[config.mk]
export PLATFORM = sky130hd
export DESIGN_NAME = proximity_alarm_controller_top
export DESIGN_NICKNAME = d
export VERILOG_FILES = /design/src/rtl/pac_pkg.sv /design/src/rtl/proximity_alarm_controller_top.sv
export SDC_FILE = /design/constraint.sdc
export NUM_CORES = 1
export LEC_CHECK = 0
export BUFFER_PORTS_ARGS = -buffer_cell sky130_fd_sc_hd__buf_2
export CORE_MARGIN = 1
export CORE_UTILIZATION = 56
export CTS_CLUSTER_SIZE = 8
export DETAILED_ROUTE_END_ITERATION = 10
export HOLD_SLACK_MARGIN = 0.15
export PLACE_DENSITY_LB_ADDON = 0.3
export SETUP_SLACK_MARGIN = 0.2
export SYNTH_ARGS = -nofsm -noshare
export SYNTH_HDL_FRONTEND = slang
export SYNTH_SLANG_ARGS = --single-unit
[constraint.sdc]
create_clock -name clk_i -period 4.9 [get_ports clk_i]
set_input_delay 0.735 -clock clk_i [delete_from_list [all_inputs] [get_ports clk_i]]
set_output_delay 0.735 -clock clk_i [all_outputs]
set_load 0.02 [all_outputs]
[src/rtl/pac_pkg.sv]
// ============================================================================
// pac_pkg - shared definitions for the proximity alarm controller
// Mode and transaction codes, register map and timing constants.
// ============================================================================
`default_nettype none

package pac_pkg;

  // Alarm modes as reported on the result channel
  typedef enum logic [1:0] {
    MODE_OFF   = 2'd0,
    MODE_WATCH = 2'd1,
    MODE_ON    = 2'd2,
    MODE_TEST  = 2'd3
  } mode_e;

  // Input transaction kinds
  typedef enum logic [1:0] {
    KIND_UPDATE   = 2'd0,
    KIND_REQ_ON   = 2'd1,
    KIND_REQ_OFF  = 2'd2,
    KIND_START_TEST = 2'd3
  } kind_e;

  // Configuration register indexes (byte address = 4 * index)
  typedef enum logic [2:0] {
    REG_COLOUR_A    = 3'd0,
    REG_COLOUR_B    = 3'd1,
    REG_BLINK_MS    = 3'd2,
    REG_TRIGGER     = 3'd3,
    REG_TIMEOUT_MS  = 3'd4
  } reg_e;

  localparam int unsigned AddrW   = 5;
  localparam int unsigned DataW   = 32;
  localparam int unsigned ToneW   = 10;
  localparam int unsigned RgbW    = 24;

  localparam logic [ToneW-1:0] SirenMin      = 10'd400;
  localparam logic [ToneW-1:0] SirenMax      = 10'd1000;
  localparam logic [ToneW-1:0] SirenStep     = 10'd20;
  localparam logic [31:0]      SirenInterval = 32'd10;
  localparam logic [31:0]      TestDuration  = 32'd3000;
  localparam logic [ToneW-1:0] TestTone      = 10'd800;

  localparam logic [RgbW-1:0]  ColourAReset  = 24'hFF0000;
  localparam logic [RgbW-1:0]  ColourBReset  = 24'h0000FF;
  localparam logic [15:0]      BlinkReset    = 16'd250;
  localparam logic [15:0]      TriggerReset  = 16'd200;
  localparam logic [31:0]      TimeoutReset  = 32'd3000;

endpackage

`default_nettype wire

[src/rtl/proximity_alarm_controller_top.sv]
// ============================================================================
// proximity_alarm_controller_top - proximity alarm with siren and blinker
// Off / watching / on / testing alarm driven by timestamped distance updates.
// ============================================================================
// One transaction per clock cycle is taken while out_stall_i does not hold
// the result register. The input is captured in an input register,
// and the whole mode update (elapsed-time compares, blink toggle, siren step,
// pending request handling) is one combinational pass that writes the state
// registers, which double as the result register. That state
// loop sets the rate. Every accepted transaction yields exactly one result:
// the mode after it and the currently latched RGB levels and buzzer tone.
// Configuration registers sit on an APB-style port at byte address 4*index
// and are meant to be written only while the block is idle.
`default_nettype none

module proximity_alarm_controller_top
  import pac_pkg::*;
(
  input  wire logic             clk_i,
  input  wire logic             rst_ni,

  // Configuration port
  input  wire logic             psel,
  input  wire logic             penable,
  input  wire logic             pwrite,
  input  wire logic [AddrW-1:0] paddr,
  input  wire logic [DataW-1:0] pwdata,
  output logic      [DataW-1:0] prdata,
  output logic                  pready,

  // Input channel
  input  wire logic             in_valid_i,
  output logic                  in_stall_o,
  input  wire logic [1:0]       kind_i,
  input  wire logic [31:0]      now_ms_i,
  input  wire logic [15:0]      distance_i,

  // Result channel
  output logic                  out_valid_o,
  input  wire logic             out_stall_i,
  output logic      [1:0]       mode_o,
  output logic      [7:0]       red_o,
  output logic      [7:0]       green_o,
  output logic      [7:0]       blue_o,
  output logic      [ToneW-1:0] tone_hz_o
);

  // --------------------------------------------------------------------------
  // Configuration registers
  // --------------------------------------------------------------------------
  logic [RgbW-1:0] colour_a_q, colour_b_q;
  logic [15:0]     blink_ms_q, trigger_q;
  logic [31:0]     timeout_q;
  logic            cfg_wr;
  reg_e            cfg_idx;

  assign pready  = 1'b1;
  assign cfg_idx = reg_e'(paddr[AddrW-1:2]);
  assign cfg_wr  = psel && penable && pwrite && pready;

  // Write the addressed register; ignore writes beyond the map
  always_ff @(posedge clk_i or negedge rst_ni) begin
    if (!rst_ni) begin
      colour_a_q <= ColourAReset;
      colour_b_q <= ColourBReset;
      blink_ms_q <= BlinkReset;
      trigger_q  <= TriggerReset;
      timeout_q  <= TimeoutReset;
    end else if (cfg_wr) begin
      case (cfg_idx)
        REG_COLOUR_A:   colour_a_q <= pwdata[RgbW-1:0];
        REG_COLOUR_B:   colour_b_q <= pwdata[RgbW-1:0];
        REG_BLINK_MS:   blink_ms_q <= pwdata[15:0];
        REG_TRIGGER:    trigger_q  <= pwdata[15:0];
        REG_TIMEOUT_MS: timeout_q  <= pwdata;
        default: ;
      endcase
    end
  end

  // Return the addressed register on reads
  always_comb begin
    case (cfg_idx)
      REG_COLOUR_A:   prdata = {{(DataW-RgbW){1'b0}}, colour_a_q};
      REG_COLOUR_B:   prdata = {{(DataW-RgbW){1'b0}}, colour_b_q};
      REG_BLINK_MS:   prdata = {16'd0, blink_ms_q};
      REG_TRIGGER:    prdata = {16'd0, trigger_q};
      REG_TIMEOUT_MS: prdata = timeout_q;
      default:        prdata = '0;
    endcase
  end

  // --------------------------------------------------------------------------
  // Handshake: input register feeding the state/result register
  // --------------------------------------------------------------------------
  logic        in_valid_q, out_valid_q;
  logic        out_ready, in_ready, fire_in, fire_c;
  kind_e       in_kind_q;
  logic [31:0] in_now_q;
  logic [15:0] in_dist_q;

  assign out_ready  = !out_valid_q || !out_stall_i;
  assign in_ready   = !in_valid_q || out_ready;
  assign in_stall_o = !in_ready;
  assign fire_in    = in_valid_i && in_ready;
  assign fire_c     = in_valid_q && out_ready;

  // Track occupancy of both stages
  always_ff @(posedge clk_i or negedge rst_ni) begin
    if (!rst_ni) begin
      in_valid_q  <= 1'b0;
      out_valid_q <= 1'b0;
    end else begin
      if (in_ready) begin
        in_valid_q <= in_valid_i;
      end
      if (out_ready) begin
        out_valid_q <= in_valid_q;
      end
    end
  end

  // Capture the input payload
  always_ff @(posedge clk_i) begin
    if (fire_in) begin
      in_kind_q <= kind_e'(kind_i);
      in_now_q  <= now_ms_i;
      in_dist_q <= distance_i;
    end
  end

  // --------------------------------------------------------------------------
  // Alarm state (also the result register)
  // --------------------------------------------------------------------------
  mode_e            mode_q, mode_d;
  logic             pend_on_q, pend_on_d, pend_off_q, pend_off_d;
  logic [31:0]      detect_t_q, detect_t_d;
  logic [31:0]      blink_t_q, blink_t_d;
  logic [31:0]      test_t_q, test_t_d;
  logic [31:0]      siren_t_q, siren_t_d;
  logic             phase_q, phase_d;
  logic             rising_q, rising_d;
  logic [ToneW-1:0] freq_q, freq_d;
  logic [RgbW-1:0]  rgb_q, rgb_d;
  logic [ToneW-1:0] tone_q, tone_d;

  logic             near;
  logic [31:0]      el_detect, el_blink, el_siren, el_test;
  logic             blink_due, siren_due, watch_expired, test_done;
  logic [ToneW-1:0] freq_up, freq_dn;

  // Elapsed times, modulo 2^32
  assign near      = in_dist_q <= trigger_q;
  assign el_detect = near ? 32'd0 : (in_now_q - detect_t_q);
  assign el_blink  = in_now_q - blink_t_q;
  assign el_siren  = in_now_q - siren_t_q;
  assign el_test   = in_now_q - test_t_q;

  assign watch_expired = el_detect >= timeout_q;
  assign blink_due     = el_blink >= {16'd0, blink_ms_q};
  assign siren_due     = el_siren >= SirenInterval;
  assign test_done     = el_test >= TestDuration;
  assign freq_up       = freq_q + SirenStep;
  assign freq_dn       = freq_q - SirenStep;

  // On an update, run the mode handler, then apply latched requests; other kinds latch a request or start a test
  always_comb begin
    mode_d     = mode_q;
    pend_on_d  = pend_on_q;
    pend_off_d = pend_off_q;
    detect_t_d = detect_t_q;
    blink_t_d  = blink_t_q;
    test_t_d   = test_t_q;
    siren_t_d  = siren_t_q;
    phase_d    = phase_q;
    rising_d   = rising_q;
    freq_d     = freq_q;
    rgb_d      = rgb_q;
    tone_d     = tone_q;

    case (in_kind_q)
      KIND_UPDATE: begin
        case (mode_q)
          MODE_OFF: begin
            rgb_d  = '0;
            tone_d = '0;
            if (near) begin
              mode_d     = MODE_WATCH;
              detect_t_d = in_now_q;
            end
          end
          MODE_WATCH: begin
            if (near) begin
              detect_t_d = in_now_q;
            end
            if (watch_expired) begin
              mode_d = MODE_OFF;
              rgb_d  = '0;
              tone_d = '0;
            end else if (near) begin
              mode_d = MODE_ON;
            end
          end
          MODE_ON: begin
            if (blink_due) begin
              phase_d   = !phase_q;
              rgb_d     = !phase_q ? colour_a_q : colour_b_q;
              blink_t_d = in_now_q;
            end
            if (siren_due) begin
              tone_d    = freq_q;
              siren_t_d = in_now_q;
              if (rising_q) begin
                freq_d = freq_up;
                if (freq_up >= SirenMax) begin
                  rising_d = 1'b0;
                end
              end else begin
                freq_d = freq_dn;
                if (freq_dn <= SirenMin) begin
                  rising_d = 1'b1;
                end
              end
            end
            if (!near) begin
              mode_d     = MODE_WATCH;
              detect_t_d = in_now_q;
            end
          end
          default: begin
            if (test_done) begin
              mode_d = MODE_OFF;
              rgb_d  = '0;
              tone_d = '0;
            end else begin
              if (blink_due) begin
                phase_d   = !phase_q;
                rgb_d     = !phase_q ? colour_a_q : colour_b_q;
                blink_t_d = in_now_q;
              end
              tone_d = TestTone;
            end
          end
        endcase

        if (pend_on_q) begin
          mode_d    = MODE_ON;
          pend_on_d = 1'b0;
        end else if (pend_off_q) begin
          mode_d     = MODE_OFF;
          pend_off_d = 1'b0;
          rgb_d      = '0;
          tone_d     = '0;
        end
      end
      KIND_REQ_ON:  pend_on_d  = 1'b1;
      KIND_REQ_OFF: pend_off_d = 1'b1;
      default: begin
        mode_d   = MODE_TEST;
        test_t_d = in_now_q;
      end
    endcase
  end

  // Advance the state when a transaction leaves the input register
  always_ff @(posedge clk_i or negedge rst_ni) begin
    if (!rst_ni) begin
      mode_q     <= MODE_OFF;
      pend_on_q  <= 1'b0;
      pend_off_q <= 1'b0;
      detect_t_q <= '0;
      blink_t_q  <= '0;
      test_t_q   <= '0;
      siren_t_q  <= '0;
      phase_q    <= 1'b0;
      rising_q   <= 1'b1;
      freq_q     <= SirenMin;
      rgb_q      <= '0;
      tone_q     <= '0;
    end else if (fire_c) begin
      mode_q     <= mode_d;
      pend_on_q  <= pend_on_d;
      pend_off_q <= pend_off_d;
      detect_t_q <= detect_t_d;
      blink_t_q  <= blink_t_d;
      test_t_q   <= test_t_d;
      siren_t_q  <= siren_t_d;
      phase_q    <= phase_d;
      rising_q   <= rising_d;
      freq_q     <= freq_d;
      rgb_q      <= rgb_d;
      tone_q     <= tone_d;
    end
  end

  // Drive the result channel straight from the state
  assign out_valid_o = out_valid_q;
  assign mode_o      = mode_q;
  assign red_o       = rgb_q[23:16];
  assign green_o     = rgb_q[15:8];
  assign blue_o      = rgb_q[7:0];
  assign tone_hz_o   = tone_q;

  // --------------------------------------------------------------------------
  // Assertions
  // --------------------------------------------------------------------------
  a_siren_range: assert property (@(posedge clk_i) disable iff (!rst_ni)
    freq_q >= SirenMin && freq_q <= SirenMax)
    else $error("siren frequency left its sweep range");

  a_tone_range: assert property (@(posedge clk_i) disable iff (!rst_ni)
    tone_q == '0 || (tone_q >= SirenMin && tone_q <= SirenMax))
    else $error("latched tone outside silent or siren range");

  a_pend_on_src: assert property (@(posedge clk_i) disable iff (!rst_ni)
    $rose(pend_on_q) |-> $past(fire_c && in_kind_q == KIND_REQ_ON))
    else $error("turn-on request latched without a request transaction");

  a_no_stall_empty: assert property (@(posedge clk_i) disable iff (!rst_ni)
    !in_valid_q |-> !in_stall_o)
    else $error("input stalled while the input register is empty");

endmodule

`default_nettype wire
==> flow_metrics.env, run 1 <==
export IMPL_postSynthRegisterBits=340
export IMPL_grt_ovfl_total=0
export IMPL_die_width_microns=206
export IMPL_tritoncts="built"
export IMPL_dieArea_sq_um=42200
export IMPL_timing_final_max_slew_violations=0
export IMPL_dr_total_vias=20200
export IMPL_part_of_the_yosys_area_used_for_sequential_elements_pct=37.9
export IMPL_grt_first_pass_wirelength_microns=105000
export IMPL_outcome="finished, violations left"
export IMPL_crit_fanout=6
export IMPL_synth_warning_count=0
export IMPL_num_io_pins=165
export IMPL_synth_nets=2749
export IMPL_hold_class="input pin to asynchronous set/reset pin"
export IMPL_drc=0
export IMPL_setup_violations=69
export IMPL_p_per_area_nw_per_um2=612
export IMPL_post_route_period_util_pct=106
export IMPL_root_buffer="clkbuf_16"
export IMPL_total_wirelength_microns=68600
export IMPL_drive_above_1_share_pct=27.4
export IMPL_avgViaCountPerCell=6.00
export IMPL_pre_cts_ws_ps=-332
export IMPL_placedCellCount=3232
export IMPL_pin_count_of_the_biggest_net_entering_global_routing=106
export IMPL_core_area_sq_um=40800
export IMPL_clock_path_buffers=3
export IMPL_yosysUniqueCellTypes=88
export IMPL_hold_viol_final=0
export IMPL_layout_cells_non_filler=3365
export IMPL_critical_path_arrival_ps=5630
export IMPL_n_fill_cell=3068
export IMPL_place_port_buffers=161
export IMPL_number_of_placement_rows=74
export IMPL_async_reset_ff_share_pct=85.3
export IMPL_p_total_mw=17.5
export IMPL_timing_max_cap_violations=0
export IMPL_grt_antenna_before_repair=0
export IMPL_grt_util_all_layers_pct=31.5
export IMPL_tritoncts_num_sinks=340
export IMPL_hold_ws_ps=175
export IMPL_post_synth_inst_count=2455
export IMPL_tns_ps=-12610
export IMPL_die_height_microns=206
export IMPL_crit_family="simple AND/OR/NAND/NOR gates"
export IMPL_clk_pin_slew_ps=50
export IMPL_crit_path_frequent_cell="buf_4"
export IMPL_cts_hold_buffers_added=0
export IMPL_wire_per_inst_microns=20.4
export IMPL_cp_slowest_cell="edfxtp_1"
export IMPL_finClkSkew_ps=27.8
export IMPL_timing_setup_critical_path_class="flip-flop to flip-flop"
export IMPL_antenna_left=0
export IMPL_worst_tran_pin_value_ps=1260
export IMPL_dp_final_hpwl_microns=48800
export IMPL_htreeDepth=2
export IMPL_finalNetCount=3092
export IMPL_syn_cell_area_sq_um=23200
export IMPL_worst_slack_ps=-270
export IMPL_critical_path_required_ps=5360
export IMPL_shortest_clock_period_the_worst_path_allows_after_layout_ps=5170
export IMPL_delay_of_the_slowest_critical_path_stage_ps=480
export IMPL_total_cts_buffers=48
export IMPL_vias_in_the_first_global_route=19900
export IMPL_post_synth_edffs=50
export IMPL_clk_insertion_delay_late_ps=590
export IMPL_violated_checks="negative setup slack"
export IMPL_detail_route_iter0_violations=1558
export IMPL_syn_avg_cell_area_sq_um=9.45
export IMPL_timing_critical_path_cells="buf_6 > ha_4 > nor2_4 > a211oi_4 > o41ai_4 > buf_4 > a21o_4 > o21ai_2 > xor2_1 > ha_1 > nand4_1 > buf_4 > nor2_4 > a31o_4 > nor4_2 > nand4b_1 > nor4_2 > buf_4 > nand4b_1 > or4_4 > nand3_4 > buf_12 > clkbuf_16 > mux2_4"
export IMPL_timing_reg2reg_setup_slack_ps=-270
export IMPL_max_clock_freq_ghz=0.193
export IMPL_nature_of_the_critical_path_startpoint="flip-flop"
export IMPL_initial_utilization_pct=56.8
export IMPL_area_growth_synth_to_final_pct=23.2
export IMPL_rsz0062_at_grt="true"
export IMPL_cellLeakagePower_nw=13.5
export IMPL_max_slew_margin_pct=16.2
export IMPL_vdd_drop_max_mv=0.288
export IMPL_drt_pass1_iterations=6
export IMPL_finalWeightedCongestion=0.900
export IMPL_cp_bufs_invs=6
export IMPL_critical_path_endpoint_type="flip-flop"
export IMPL_most_instantiated_flip_flop_cell_in_the_synthesis_netlist="dfrtp_1"
export IMPL_num_antenna_cells=0
[Yosys cell counts (14+ instances only)]
master	n	area share, %
nand2_1	194	3.1
inv_1	241	3.9
a22oi_1	18	0.58
dfstp_2	36	4.1
a21oi_1	148	3.2
clkbuf_1	68	1.1
o2bb2ai_1	26	0.98
o221ai_1	17	0.64
a211oi_1	22	0.71
a31oi_1	15	0.40
nor2_1	166	2.7
xnor2_1	58	2.2
nand4_1	30	0.81
nor2b_1	26	0.70
nor4_1	14	0.38
mux2_2	140	6.8
o21bai_1	17	0.55
o21a_1	25	0.81
ha_1	196	11
mux2i_1	55	2.4
o21ai_0	168	3.6
edfxtp_1	50	6.5
o211ai_1	17	0.55
a21o_1	56	1.8
nand3_1	36	0.78
and3_1	22	0.59
xor2_1	40	1.5
nand2b_1	26	0.70
dfrtp_1	254	27
nor3_1	39	0.84
mux2_1	24	1.2
[timing repair]
action                                  4_1_cts  5_1_grt
gates resized for setup                      60      142
endpoints found under the setup margin      103      107
pin swaps                                    47       47
cloned                                        6        5
setup buffers                                22       15
[layer usage]
metal  wire (microns)  vias up  global-route usage [%]  part of all wire [%]
li1                 -     9548                       -                     -
met1            29600     9841                    40.7                    43
met2            33000      654                    53.7                    48
met3             3490      151                    4.51                   5.1
met4             2550        0                    11.0                   3.7
met5                0        -                       0                     0
[final timing paths]
kind                            endpoint    startpoint  depth (start not counted)
setup / recovery           blink_t_q[25]   in_now_q[2]                         24
hold reg to reg             tone_hz_o[3]  tone_hz_o[3]                          1
min in group clk_i          in_now_q[17]  now_ms_i[17]                          1
max in group asynchronous   tone_hz_o[3]        rst_ni                          2
setup reg to reg           blink_t_q[25]   in_now_q[2]                         24
hold / removal              trigger_q[5]        rst_ni                          1
[area by class of cell]
cell class | instances | area [sq um] | area share, %
multi-input combinational | 1796 | 14200 | 49.6
clock inverter | 1 | 5.00 | 0.0175
timing repair buffer | 371 | 2660 | 9.30
clock buffer | 84 | 1360 | 4.75
sequential | 340 | 8800 | 30.8
tap | 532 | 666 | 2.33
inverter | 241 | 905 | 3.17
[cell families after synthesis]
logic type | Yosys count | synth area share, %
adder cells (fa/ha/maj) | 200 | 10.9
buffers and inverters | 324 | 5.45
AND/OR/NAND/NOR | 619 | 12.7
XOR/XNOR | 98 | 3.70
other | 1 | 0.0162
multiplexers | 220 | 10.4
AO/OA/AOI/OAI | 653 | 18.8
flip-flops | 340 | 37.9
[cells in the final DEF (no fill, tap or decap), drive strengths merged, types with 9 or more instances in the layout]
cell     synthesis  final
or2             13     13
a31oi           15     15
o21ai          172    173
edfxtp          50     50
o2bb2ai         26     26
buf             15    368
o211ai          17     17
ha             196    196
o22ai            9      9
nand4           30     30
and3            22     22
dfstp           36     36
a211oi          22     22
nor3            39     39
or4              9      9
o221ai          17     17
xor2            40     40
clkbuf          68     87
a21o            56     56
a21oi          149    149
a22oi           18     18
mux2i           55     55
nand2b          26     26
inv            241    241
nand2          195    199
nor2b           26     26
a211o           10     10
xnor2           58     58
nor4            15     15
o21a            26     26
o31ai           14     14
mux2           164    164
nor2           166    166
and2            12     12
dfrtp          254    254
o21bai          17     17
nand3           36     36
[state kept, by name, indices dropped and copies added (netlist names)]
| signal | count |
|---|---|
| timeout_q | 32 |
| rising_q | 1 |
| colour_b_q | 24 |
| siren_t_q | 32 |
| rgb_q | 24 |
| colour_a_q | 24 |
| test_t_q | 32 |
| detect_t_q | 32 |
| freq_q | 8 |
| blink_ms_q | 16 |
| in_dist_q | 16 |
| tone_hz_o | 10 |
| in_valid_q | 1 |
| pend_off_q | 1 |
| phase_q | 1 |
| pend_on_q | 1 |
| trigger_q | 16 |
| in_kind_q | 2 |
| blink_t_q | 32 |
| in_now_q | 32 |
| mode_o | 2 |
| out_valid_o | 1 |
[power by group]
group / leakage, nW / switching [mW] / total (mW) / internal [mW]
combinational: 8.85 / 5.49 / 10.1 / 4.58
sequential: 3.98 / 0.589 / 4.34 / 3.75
clock: 0.649 / 1.24 / 3.09 / 1.85
total: 13.5 / 7.32 / 17.5 / 10.2
[stage by stage]
step	cell area (sq um)	util, %
floorplan	23300	-
global placement	25800	63.1
detailed placement	25800	63.1
CTS	27700	67.9
global route	28600	70.0
finish	28600	70.0
Note: power is estimated with default switching activity, not from simulation.
==> run 2: changes to the inputs <==
--- a/config.mk
+++ b/config.mk
@@ -6,10 +6,12 @@
 export NUM_CORES = 1
 export LEC_CHECK = 0
 export BUFFER_PORTS_ARGS = -buffer_cell sky130_fd_sc_hd__buf_2
+export CAP_MARGIN = 20
 export CORE_MARGIN = 1
 export CORE_UTILIZATION = 56
 export CTS_CLUSTER_SIZE = 8
 export DETAILED_ROUTE_END_ITERATION = 10
+export GPL_ROUTABILITY_DRIVEN = 1
 export HOLD_SLACK_MARGIN = 0.15
 export PLACE_DENSITY_LB_ADDON = 0.3
 export SETUP_SLACK_MARGIN = 0.2
==> constraint.sdc (replaced) <==
create_clock -name clk_i -period 4.3 [get_ports clk_i]
set_input_delay 0.645 -clock clk_i [delete_from_list [all_inputs] [get_ports clk_i]]
set_output_delay 0.645 -clock clk_i [all_outputs]
set_load 0.02 [all_outputs]
==> run 2 against run 1 <==
- the run still ends with negative setup slack left
- cell count grew 5.4%
- combinational power grew 25%
- power grew 21%
- highest routed layer unchanged
==> flow_metrics.env, run 2 (synthesis results as in run 1) <==
export IMPL_p_clk_share_pct=16.9
export IMPL_total_cts_buffers=48
export IMPL_core_area_sq_um=40800
export IMPL_critical_path_arrival_ps=5530
export IMPL_hold_class="input pin to asynchronous set/reset pin"
export IMPL_grt_first_pass_wirelength_microns=109000
export IMPL_nature_of_the_critical_path_startpoint="flip-flop"
export IMPL_dr_total_vias=21300
export IMPL_grt_util_all_layers_pct=32.9
export IMPL_root_buffer="clkbuf_16"
export IMPL_p_int_mw=12.4
export IMPL_antenna_left=0
export IMPL_shortest_clock_period_the_worst_path_allows_after_layout_ps=5100
export IMPL_avgViaCountPerCell=6.01
export IMPL_cellLeakagePower_nw=14.4
export IMPL_critical_path_endpoint_type="flip-flop"
export IMPL_num_io_pins=165
export IMPL_pin_count_of_the_biggest_net_entering_global_routing=111
export IMPL_regToRegEndpoint="rgb_q[22]"
export IMPL_pwr_share_comb_pct=59.6
export IMPL_setup_violations=110
export IMPL_num_antenna_cells=0
export IMPL_p_per_area_nw_per_um2=703
export IMPL_crit_fanout=6
export IMPL_violated_checks="negative setup slack"
export IMPL_finalWeightedCongestion=0.938
export IMPL_cp_slowest_cell="edfxtp_1"
export IMPL_finClkSkew_ps=33.9
export IMPL_clock_path_buffers=3
export IMPL_detail_route_iter0_violations=1402
export IMPL_final_common_cell="buf_4"
export IMPL_htreeDepth=2
export IMPL_max_slew_margin_pct=30.1
export IMPL_tns_ps=-66340
export IMPL_share_seq_of_total_power_pct=23.4
export IMPL_clk_insertion_delay_late_ps=580
export IMPL_worstReg2RegStart="in_now_q[0]"
export IMPL_drt_pass1_iterations=8
export IMPL_die_height_microns=206
export IMPL_vdd_drop_max_mv=0.338
export IMPL_worst_slack_ps=-796
export IMPL_pre_cts_ws_ps=-910
export IMPL_area_growth_synth_to_final_pct=29.7
export IMPL_outcome="finished, violations left"
export IMPL_dieArea_sq_um=42200
export IMPL_clk_pin_slew_ps=60
export IMPL_vias_in_the_first_global_route=21100
export IMPL_finalNetCount=3274
export IMPL_timing_final_max_slew_violations=0
export IMPL_timing_reg2reg_setup_slack_ps=-800
export IMPL_grt_ovfl_total=0
export IMPL_critical_path_required_ps=4730
export IMPL_die_width_microns=206
export IMPL_hold_ws_ps=130
export IMPL_post_route_period_util_pct=119
export IMPL_switchingPower_mw=8.69
export IMPL_drive_above_1_share_pct=31.6
export IMPL_most_frequent_cells_in_the_layout="359 x buf_4, 254 x dfrtp_1, 237 x inv_1, 193 x nand2_1, 191 x ha_1"
export IMPL_total_wirelength_microns=72900
export IMPL_grt_antenna_before_repair=0
export IMPL_max_clock_freq_ghz=0.196
export IMPL_drc=0
export IMPL_tritoncts="built"
export IMPL_delay_of_the_slowest_critical_path_stage_ps=410
export IMPL_hold_viol_final=0
export IMPL_worst_r2r_cell_count=28
export IMPL_p_sw_share_pct=41.1
export IMPL_rsz0062_at_grt="true"
export IMPL_tritoncts_num_sinks=340
export IMPL_worst_tran_pin_value_ps=1050
export IMPL_initial_utilization_pct=56.8
export IMPL_dp_final_hpwl_microns=52500
export IMPL_place_port_buffers=161
export IMPL_number_of_placement_rows=74
export IMPL_wire_per_inst_microns=20.6
export IMPL_timing_max_cap_violations=0
export IMPL_cts_hold_buffers_added=0
export IMPL_timing_setup_critical_path_class="flip-flop to flip-flop"
run 2: changes by cell type in the layout (fill, tap and decap cells not counted), sizes merged:
cell	change
clkbuf	+3
nand2	-1
buf	+181
run 2: how the worst max path moves through the flow:
stage | start | to | slack (ps) | depth (start not counted)
finish | in_now_q[0] | rgb_q[22] | -800 | 28
global route | in_now_q[0] | rgb_q[21] | -990 | 28
CTS | in_now_q[0] | mode_o[1] | -700 | 24
detailed placement | in_now_q[0] | rgb_q[4] | -910 | 24
global placement | in_now_q[0] | rgb_q[10] | -700 | 24
floorplan | in_now_q[1] | mode_o[1] | -500 | 21
run 2: worst max-delay path, delay by kind of cell, from the launching register on:
family	cells	cell delay [ps]
XOR/XNOR	1	140
flip-flops	1	410
AO/OA/AOI/OAI	13	2110
buffers and inverters	6	830
AND/OR/NAND/NOR	5	630
adder cells (fa/ha/maj)	3	790
run 2: timing repair:
item | CTS | global route
resized for setup | 54 | 109
setup buffers | 18 | 18
cloned | 5 | 6
pin swaps | 44 | 28
setup endpoints to repair | 110 | 110
run 2: power by group through the flow:
stage | Combinational, mW | Clock, mW | Sequential, mW
2_1_floorplan | 7.22 | 0 | 4.81
3_3_place_gp | 11.1 | 0 | 4.86
3_5_place_dp | 11.5 | 0 | 4.91
4_1_cts | 11.9 | 3.60 | 4.88
5_1_grt | 13.7 | 3.74 | 5.06
6_report | 12.6 | 3.58 | 4.95
run 2: layer usage:
metal	routed length, microns	vias up	track usage (%)	part of all wire (%)
li1	-	9887	-	-
met1	30100	10400	41.7	41
met2	35800	819	56.7	49
met3	4400	172	4.77	6.0
met4	2580	0	12.2	3.5
met5	0	-	0	0
run 2: area by class of cell:
type | instances | area (sq um)
sequential | 340 | 8800
tap | 532 | 666
clock buffer | 85 | 1380
inverter | 241 | 905
multi-input combinational | 1795 | 14200
timing repair buffer | 554 | 4080
fill | 2832 | 10700
clock inverter | 1 | 16.3
run 2: through the flow:
| stage | cell area [sq um] | power [mW] | utilization, % | instances |
|---|---|---|---|---|
| after floorplan | 23500 | 12.0 | - | 2455 |
| after global placement | 27300 | 16.0 | 66.9 | 3415 |
| after detailed placement | 27300 | 16.4 | 66.9 | 3415 |
| after CTS | 29200 | 20.4 | 71.6 | 3524 |
| after global routing | 30100 | 22.5 | 73.7 | 3548 |
| final | 30100 | 21.1 | 73.7 | 3548 |
